`src/rtl/ssis_pkg.sv`:
```
// ----------------------------------------------------------------------------
// ssis_pkg
// Shared constants and types for the sorted set insert/search block.
// ----------------------------------------------------------------------------
package ssis_pkg;

    localparam int CAPACITY  = 16;
    localparam int VALUE_W   = 32;
    localparam int COUNT_W   = $clog2(CAPACITY + 1);
    localparam int STATUS_W  = 3;
    localparam int OUT_CNT_W = 5;

    typedef enum logic {
        CMD_INSERT = 1'b0,
        CMD_SEARCH = 1'b1
    } cmd_t;

    typedef enum logic [STATUS_W-1:0] {
        ST_INSERTED  = 3'd0,
        ST_DUPLICATE = 3'd1,
        ST_FULL      = 3'd2,
        ST_FOUND     = 3'd3,
        ST_NOT_FOUND = 3'd4
    } status_t;

    // per-cycle control broadcast to every cell
    typedef struct packed {
        logic compare;
        logic commit;
    } cell_ctrl_t;

endpackage

```
`src/rtl/sorted_set_insert_search.sv`:
```
// ----------------------------------------------------------------------------
// sorted_set_insert_search
// Sorted set of distinct signed words with insert and membership search.
// ----------------------------------------------------------------------------
// Usage:
//   s_command/s_value form one input word (insert or search), taken when
//   s_valid and s_ready are both high. Every word yields exactly one result
//   word on m_status/m_entry_count, held until m_valid and m_ready meet.
//   Values live in a chain of CAPACITY cells, kept ascending from cell 0.
//   A taken word is registered, then all cells compare in parallel in S_CMP,
//   then in S_DONE the duplicate/full decision is made, the chain shifts on
//   insert and the result is registered (S_DONE waits for a free output).
//   No new word is taken until the last one has left S_DONE; s_ready is
//   high only while the sequencer is idle.
//   A new word is taken while an earlier result still waits on m_ready; the
//   commit of that new word waits until the output register is free.
//   Reset empties the set (count goes to zero); entry contents are not
//   cleared, only slots below the count are ever looked at.
// ----------------------------------------------------------------------------
module sorted_set_insert_search (
    input  logic                                aclk,
    input  logic                                aresetn,
    input  logic                                s_valid,
    output logic                                s_ready,
    input  logic                                s_command,
    input  logic signed [ssis_pkg::VALUE_W-1:0] s_value,
    output logic                                m_valid,
    input  logic                                m_ready,
    output logic [ssis_pkg::STATUS_W-1:0]       m_status,
    output logic [ssis_pkg::OUT_CNT_W-1:0]      m_entry_count
);
    import ssis_pkg::*;

    typedef enum logic [1:0] {
        S_IDLE,
        S_CMP,
        S_DONE
    } state_t;

    state_t                    state_reg;
    logic                      cmd_reg;
    logic signed [VALUE_W-1:0] value_reg;
    logic [COUNT_W-1:0]        count_reg;
    logic                      m_valid_reg;
    logic [STATUS_W-1:0]       m_status_reg;
    logic [OUT_CNT_W-1:0]      m_count_reg;

    logic signed [VALUE_W-1:0] entry_vec [CAPACITY];
    logic [CAPACITY-1:0]       gt_vec;
    logic [CAPACITY-1:0]       match_vec;
    logic [CAPACITY-1:0]       occ_vec;

    cell_ctrl_t         ctrl;
    logic               any_match;
    logic               is_full;
    logic               out_free;
    logic               finish;
    logic               do_insert;
    status_t            status_next;
    logic [COUNT_W-1:0] count_next;

    assign any_match = |match_vec;
    assign is_full   = (count_reg == COUNT_W'(CAPACITY));
    assign out_free  = !m_valid_reg || m_ready;
    assign finish    = (state_reg == S_DONE) && out_free;
    assign do_insert = (cmd_reg == CMD_INSERT) && !any_match && !is_full;

    assign ctrl.compare = (state_reg == S_CMP);
    assign ctrl.commit  = finish && do_insert;

    always_comb begin
        if (cmd_reg == CMD_SEARCH) begin
            status_next = any_match ? ST_FOUND : ST_NOT_FOUND;
        end else if (any_match) begin
            status_next = ST_DUPLICATE;
        end else if (is_full) begin
            status_next = ST_FULL;
        end else begin
            status_next = ST_INSERTED;
        end
        count_next = do_insert ? count_reg + COUNT_W'(1) : count_reg;
    end

    genvar i;
    generate
        for (i = 0; i < CAPACITY; i++) begin : g_cell
            logic signed [VALUE_W-1:0] left_entry;
            logic                      left_gt;

            assign occ_vec[i] = (COUNT_W'(i) < count_reg);

            if (i == 0) begin : g_head
                assign left_entry = '0;
                assign left_gt    = 1'b0;
            end else begin : g_link
                assign left_entry = entry_vec[i-1];
                assign left_gt    = gt_vec[i-1];
            end

            ssis_cell u_cell (
                .aclk       (aclk),
                .ctrl       (ctrl),
                .value      (value_reg),
                .occupied   (occ_vec[i]),
                .left_entry (left_entry),
                .left_gt    (left_gt),
                .entry      (entry_vec[i]),
                .gt         (gt_vec[i]),
                .match      (match_vec[i])
            );
        end
    endgenerate

    always_ff @(posedge aclk) begin
        if (!aresetn) begin
            state_reg   <= S_IDLE;
            count_reg   <= '0;
            m_valid_reg <= 1'b0;
        end else begin
            if (m_valid_reg && m_ready) begin
                m_valid_reg <= 1'b0;
            end
            unique case (state_reg)
                S_IDLE: begin
                    if (s_valid) begin
                        cmd_reg   <= s_command;
                        value_reg <= s_value;
                        state_reg <= S_CMP;
                    end
                end
                S_CMP: begin
                    state_reg <= S_DONE;
                end
                S_DONE: begin
                    if (out_free) begin
                        m_valid_reg  <= 1'b1;
                        m_status_reg <= status_next;
                        m_count_reg  <= OUT_CNT_W'(count_next);
                        count_reg    <= count_next;
                        state_reg    <= S_IDLE;
                    end
                end
                default: begin
                    state_reg <= S_IDLE;
                end
            endcase
        end
    end

    assign s_ready       = (state_reg == S_IDLE);
    assign m_valid       = m_valid_reg;
    assign m_status      = m_status_reg;
    assign m_entry_count = m_count_reg;

endmodule

```
`src/rtl/ssis_cell.sv`:
```
// ----------------------------------------------------------------------------
// ssis_cell
// One slot of the sorted chain: compares the broadcast word against its
// entry and, on commit, either keeps its entry, takes the new value or takes
// its left neighbor's entry.
// ----------------------------------------------------------------------------
module ssis_cell (
    input  logic                               aclk,
    input  ssis_pkg::cell_ctrl_t               ctrl,
    input  logic signed [ssis_pkg::VALUE_W-1:0] value,
    input  logic                               occupied,
    input  logic signed [ssis_pkg::VALUE_W-1:0] left_entry,
    input  logic                               left_gt,
    output logic signed [ssis_pkg::VALUE_W-1:0] entry,
    output logic                               gt,
    output logic                               match
);
    import ssis_pkg::*;

    logic signed [VALUE_W-1:0] entry_reg;
    logic                      gt_reg;
    logic                      match_reg;

    always_ff @(posedge aclk) begin
        if (ctrl.compare) begin
            gt_reg    <= occupied && (entry_reg > value);
            match_reg <= occupied && (entry_reg == value);
        end
        if (ctrl.commit) begin
            // larger entries move up one slot, first free or larger slot takes the word
            if (left_gt) begin
                entry_reg <= left_entry;
            end else if (gt_reg || !occupied) begin
                entry_reg <= value;
            end
        end
    end

    assign entry = entry_reg;
    assign gt    = gt_reg;
    assign match = match_reg;

endmodule

```
`config.mk`:
```
export PLATFORM = sky130hd
export DESIGN_NAME = sorted_set_insert_search
export DESIGN_NICKNAME = d
export VERILOG_FILES = /design/src/rtl/ssis_pkg.sv /design/src/rtl/sorted_set_insert_search.sv /design/src/rtl/ssis_cell.sv
export SDC_FILE = /design/constraint.sdc
export NUM_CORES = 2
export LEC_CHECK = 0
export BUFFER_PORTS_ARGS = -buffer_cell sky130_fd_sc_hd__buf_2
export CAP_MARGIN = 15
export CORE_AREA = 5 5 237 239
export CTS_BUF_LIST = sky130_fd_sc_hd__clkbuf_16
export CTS_CLUSTER_DIAMETER = 60
export CTS_CLUSTER_SIZE = 12
export DETAILED_ROUTE_END_ITERATION = 10
export DIE_AREA = 0 0 242 244
export HOLD_SLACK_MARGIN = 0.1
export PLACE_DENSITY = 0.88
export SYNTH_ARGS = -nofsm -noshare
export SYNTH_HDL_FRONTEND = slang
export SYNTH_SLANG_ARGS = --single-unit
```
`constraint.sdc`:
```
create_clock -name aclk -period 8.85 [get_ports aclk]
set_clock_uncertainty 0.1 [all_clocks]
set_input_delay 0.4425 -clock aclk [delete_from_list [all_inputs] [get_ports aclk]]
set_output_delay 0.4425 -clock aclk [all_outputs]
set_load 0.05 [all_outputs]
```
Yosys cells after proc, flatten, opt, wreduce, memory -nomap -nowiden
Index checks and enable logic that the tools add are counted.

storage, ports and cells
  bits of input ports = 37
  bits in registers = 593
  logic and storage cells = 261

operators by class
  bitwise operators = 1
  $add $sub $neg = 1
  $lt $le $gt $ge = 32
  equality and inequality tests = 21
  muxes and demuxes = 41
  reductions and logical operators = 110

operator list
  operator               count
  $mux W32               30
  $eq A32 B32 Y1         16
  $gt A32 B32 Y1         16
  $lt A4 B5 Y1 const A   8
  $logic_and A1 B1 Y1    37
  $reduce_and A2 Y1      18
  $reduce_bool A2 Y1     15
  $lt A3 B5 Y1 const A   4
  $logic_not A1 Y1       19
  $logic_or A1 B1 Y1     17
  $reduce_or A16 Y1      1
  $lt A1 B5 Y1 const A   2
  $lt A2 B5 Y1 const A   2
  $mux W2                4
  $mux W3                2
  $pmux W2 S3            1
  $reduce_and A3 Y1      2
  $add A5 B1 Y5 const B  1
  $eq A5 B5 Y1 const B   1
  $mux W5                1
  $ne A2 B2 Y1 const B   2
  $mux W1                3
  $eq A2 B1 Y1 const B   1
  $eq A2 B2 Y1 const B   1
  2 further kinds        2

Depth between registers and ports, before layout
  depth in word-level cells = 6
  depth in mapped cells = 9
  mapped depth without buffers = 8

Hierarchy
A second synthesis with hierarchy kept.

second synthesis, totals
  cell total of the unflattened synthesis = 3725
  area total of the unflattened synthesis = 36516.3 sq um

modules (own cells, without submodules)
  module                    area each (sq um)  sequential area each (sq um)  times used  cells an instance
  ssis_cell                 2159.6             1021.0                        16          224
  sorted_set_insert_search  1963.1             1391.3                        1           141

Worst setup path after synthesis
OpenSTA, ideal clock, no wires.

  path type = register -> register
  start = register count_reg[1]
  end = register g_cell[11].u_cell.entry_reg[0], enable pin
  library setup time = 0.394 ns
  buffers on the path = 2
  arrival time = 2.683 ns
  stages on the path, launching flop included = 8
  period minus slack after synthesis = 3.177 ns
  path slack = 5.673 ns
  cell sequence = dfxtp_1 -> clkbuf_1 -> inv_1 -> ha_1 -> nor4b_2 -> nor4b_4 -> buf_2 -> o31a_1

between the ends
  cells in the longest elaborated chain, start to end = 5
  elaborated cells on any way between the ends = 9
  those cells by class = order compare: 1; eq/ne: 1; reduce/logical: 7

RTL lines
  element                                                              line                                                            text
  start, declared                                                      sorted_set_insert_search.sv:43                                  logic [COUNT_W-1:0] count_reg;
  start signal, assigned                                               sorted_set_insert_search.sv:139                                 count_reg <= count_next;
  $lt A4 B5 Y1 or $eq A5 B5 Y1 (tied branches)                         sorted_set_insert_search.sv:90, sorted_set_insert_search.sv:63
  $logic_not A1 Y1, on equally long branches                           ssis_cell.sv:33, sorted_set_insert_search.sv:66
  $logic_or A1 B1 Y1 or $logic_and A1 B1 Y1 (tied branches)            ssis_cell.sv:33, sorted_set_insert_search.sv:66
  $reduce_bool A2 Y1 (no line) or $logic_and A1 B1 Y1 (tied branches)  --
  $reduce_and A2 Y1 (no line) (*)                                      --
  end signal, assigned                                                 ssis_cell.sv:32                                                 entry_reg <= left_entry;
  end signal, assigned                                                 ssis_cell.sv:34                                                 entry_reg <= value;
  end, declared                                                        ssis_cell.sv:20                                                 logic signed [VALUE_W-1:0] entry_reg;

Every way passes the cells marked *; elsewhere a longest branch is shown, timed or not.
A chain may end at the register's enable or synchronous reset.

Worst setup path after layout
  start = register value_reg[17]
  end = register g_cell[13].u_cell.gt_reg, data pin

between the ends
  cells in the longest elaborated chain, start to end = 2

RTL lines
  element                 line                             text
  start, declared         sorted_set_insert_search.sv:42   logic signed [VALUE_W-1:0] value_reg;
  start signal, assigned  sorted_set_insert_search.sv:127  value_reg <= s_value;
  $gt A32 B32 Y1          ssis_cell.sv:26                  gt_reg <= occupied && (entry_reg > value);
  $logic_and A1 B1 Y1     ssis_cell.sv:26
  end signal, assigned    ssis_cell.sv:26
  end, declared           ssis_cell.sv:21                  logic gt_reg;

No other way between the ends.

==> results.tsv <==
stage	metric	value	unit
worst_setup_path	worst reg2reg endpoint	g_cell[13].u_cell.gt	
sta	Hold Fails Final Rpt	0	
worst_setup_path	Critical Path Fanout Max	30	
grt	initial antenna violation count	0	
power_and_ir_drop	Gate power share	0.068	
floorplanning	chip height	244	um
sta	Final min period	3.628	ns
place	Area after DPL	35620	um^2
worst_setup_path	Startpoint Class	flop	
synthesis	syn nets	3726	
sta	share of the cycle needed by the critical path after routing	0.4100	
sta	setup TNS	0	ns
synthesis	Mapped Cells	3175	
routing	drt drc	0	
floorplanning	die width	242	um
power_and_ir_drop	Sw Ratio	0.2248	
worst_setup_path	CP max-delay cell	a2111oi_0	
power_and_ir_drop	Peak VDD IR	0.2015	mV
finish	cell area after layout	37700	um^2
sta	worst slew pin tran	1.203	ns
grt	vias in the first global route	26787	
synthesis	Distinct cells, synth	43	
worst_setup_path	r2r startpoint	value_reg[17]	
place	Placer Congestion	0.9412	
worst_setup_path	Crit Path Class	flop to flop	
cts	Skew-Pair Late Insertion Delay	0.63	ns
routing	via count	25888	
routing	drt total wl	79.21	mm
floorplanning	die area	59050	um^2
routing	Antenna Violating Nets Remaining	0	
worst_setup_path	worst reg2reg path depth	9	
worst_setup_path	crit path from	value_reg[17]	
sta	RSZ-0062 raised after global routing	false	
synthesis	Syn. warnings	0	
worst_setup_path	CP endpoint kind	flop	
finish	Syn-to-layout area delta	8.950	%
synthesis	mapped cell area	34600	um^2
finish	fraction of layout cells with a size suffix above 1	0.06080	
floorplanning	# rows	85	
cts	Clock Tree Buf Depth	3	
finish	Layout Utilization	0.7033	
sta	Worst slew margin	0.1769	
cts	clock-pin slew of the registers on the worst-case setup and hold paths	0.06	ns
routing	vias per cell	6.523	
finish	final non-filler cell total	3969	
cts	clk sink count	593	
job	Max-Cap Viols	0	
worst_setup_path	crit-path cells	inv_1, buf_4, ha_1, a21oi_1, o21ai_0, a221o_1, a2111oi_0, nand2_1, mux2_2	
floorplanning	Initial Util	0.6455	
synthesis	number of synthesized flops with an enable pin	585	
finish	Largest register FFs	512	
run_status	run status	completed	
power_and_ir_drop	clock share of power	0.388	
finish	count of nets after finishing	3787	
routing	First-pass DRT Iterations	8	
place	Post-DP HPWL	56.19	mm
cts	CTS tree	built	
synthesis	Mean Syn Cell Area	10.90	um^2
synthesis	ys async rst share	0	
cts	CTS Buf Count	56	
power_and_ir_drop	NetSw	0.001278	W
cts	Root Driver	clkbuf_16	
routing	Avg WL per Cell	19.96	um
cts	CTS resizes	0	
grt	first-pass GRT wire length	128.2	mm
worst_setup_path	Worst R2R Setup Slack	5.22	ns
finish	antenna cells	0	
place	port bufs	46	
synthesis	synthesis-stage register bit count	593	
power_and_ir_drop	Cell Pwr Density	150.8	nW/um^2
worst_setup_path	CP delay by family, top	compound AO/OA/AOI/OAI gates	
worst_setup_path	Required @ worst endpoint	9.11	ns
sta	fmax	0.2756	GHz
floorplanning	IO Pins	47	
grt	largest net degree at the start of global routing	66	
worst_setup_path	CP peak stage delay	0.96	ns
grt	gr ovfl total	0	
hold_path	worst hold path stage count	0	
worst_setup_path	Buf/Inv on CP	2	
hold_path	worst hold start	value_reg[16]	
worst_setup_path	worst path arrival time	3.88	ns
synthesis	Primary FF master, synth	edfxtp_1	
floorplanning	area of the core	53600	um^2
routing	initial DRC count	2160	
hold_path	type of the tightest min-delay check	flop to flop	
power_and_ir_drop	Int Pwr	0.004408	W
sta	final setup fails	0	
hold_path	Min-Delay Endpoint	g_cell[0].u_cell.entry[16]	
place	placed cells	3833	
grt	Total GRT Usage	0.2625	
power_and_ir_drop	Leak	14.66	nW
sta	fin. max-slew vios	0	
power_and_ir_drop	Flop pwr share	0.544	
cts	H-tree depth	2	
synthesis	sequential area share after synthesis	0.5123	
stage by stage:
stage          hold WS, ns  total power, W  worst slack (ns)
3_3_place_gp        0.3302        0.003476             5.400
3_5_place_dp        0.3349        0.003510             5.304
6_report            0.3508        0.005686             5.222
4_1_cts             0.3536        0.005684             5.304
5_1_grt             0.3624        0.005873             5.151
2_1_floorplan       0.3264        0.003394             5.673
cell type report:
cell class,count,area [um^2]
sequential,593,17730
tap,696,870.8
multi-input combinational,2372,16090
timing repair buffer,147,1146
clock buffer,57,1426
inverter,66,247.7
fill,3413,15910
clock inverter,38,187.7
synth_stat cells (2+ instances only):
cell / n / area [um^2]
a2111oi_0: 16 / 140.1
a21boi_0: 17 / 127.6
a21o_1: 62 / 465.5
a21oi_1: 199 / 996.0
a221o_1: 32 / 320.3
a31oi_1: 15 / 93.84
and2_1: 6 / 37.54
and3_1: 3 / 18.77
and3b_1: 2 / 17.52
and4_1: 17 / 148.9
buf_1: 18 / 67.56
clkbuf_1: 125 / 469.2
dfxtp_1: 8 / 160.2
edfxtp_1: 585 / 17570
ha_1: 514 / 6431
inv_1: 66 / 247.7
mux2_2: 17 / 191.4
mux2i_1: 2 / 20.02
nand2_1: 579 / 2173
nand2b_1: 2 / 12.51
nand3_1: 83 / 415.4
nand4_1: 97 / 606.8
nand4b_1: 13 / 113.9
nor2_1: 57 / 214.0
nor2b_1: 35 / 219.0
nor3b_1: 2 / 15.01
nor4_1: 31 / 193.9
nor4_2: 4 / 50.05
o211ai_1: 16 / 120.1
o21a_1: 3 / 22.52
o21ai_0: 499 / 2497
o31a_1: 15 / 131.4
o31ai_1: 16 / 120.1
or2_2: 2 / 12.51
or3_1: 2 / 12.51
xnor2_1: 8 / 70.07
worst max-delay path by stage:
stage / endpoint / cells after the start
final: g_cell[13].u_cell.gt / 9
after global routing: g_cell[12].u_cell.gt / 9
after CTS: g_cell[13].u_cell.gt / 9
after detailed placement: g_cell[13].u_cell.gt / 9
after global placement: g_cell[13].u_cell.gt / 9
after floorplan: g_cell[11].u_cell.entry[0] / 7
layout by cell type (no fill, tap or decap), drive strengths merged, types with 6 or more instances in the layout:
cell,instances
ha,514
buf,109
and2,6
clkbuf,57
nand4,98
and4,17
nand3,83
a21o,62
nor2b,35
nor4,35
dfxtp,8
o31a,15
nand2,579
a221o,32
inv,102
xnor2,8
o21ai,499
a31oi,15
dlygate4sd3,37
a2111oi,16
nand4b,13
o211ai,16
nor2,57
mux2,17
o31ai,16
edfxtp,585
a21oi,199
a21boi,17
what timing repair did:
action	CTS	global route
hold endpoints to repair	39	0
setup buffers	0	0
hold buffers	37	0
layer usage:
metal  routed length, um  track usage  vias up
met4                5304       0.1662        0
met2               41790       0.4920     1053
met3                4007      0.03178      334
met5                   0            0        -
li1                    -            -    12162
met1               28100       0.2805    12339
cells by family (layout without fill, tap and decap cells):
kind of cell / count (synthesis) / in the layout / share of synthesized area
and+or+nand+nor: 941 / 941 / 0.1253
AOI/OAI and AO/OA: 890 / 890 / 0.1455
DFF: 593 / 593 / 0.5123
adders and majority gates: 514 / 514 / 0.1859
buffers and inverters: 210 / 308 / 0.02282
muxes: 19 / 19 / 0.006111
xor gates and xnor gates: 8 / 8 / 0.002025
power groups by stage:
| stage | combinational [W] | clock [W] | sequential [W] |
|---|---|---|---|
| 6_report | 0.000384 | 0.00221 | 0.00309 |
| 5_1_grt | 0.000430 | 0.00235 | 0.00309 |
| 4_1_cts | 0.000373 | 0.00222 | 0.00309 |
| 3_5_place_dp | 0.000356 | 0 | 0.00315 |
| 3_3_place_gp | 0.000322 | 0 | 0.00315 |
| 2_1_floorplan | 0.000241 | 0 | 0.00315 |
No activity file was read; power rests on OpenSTA's default activity.
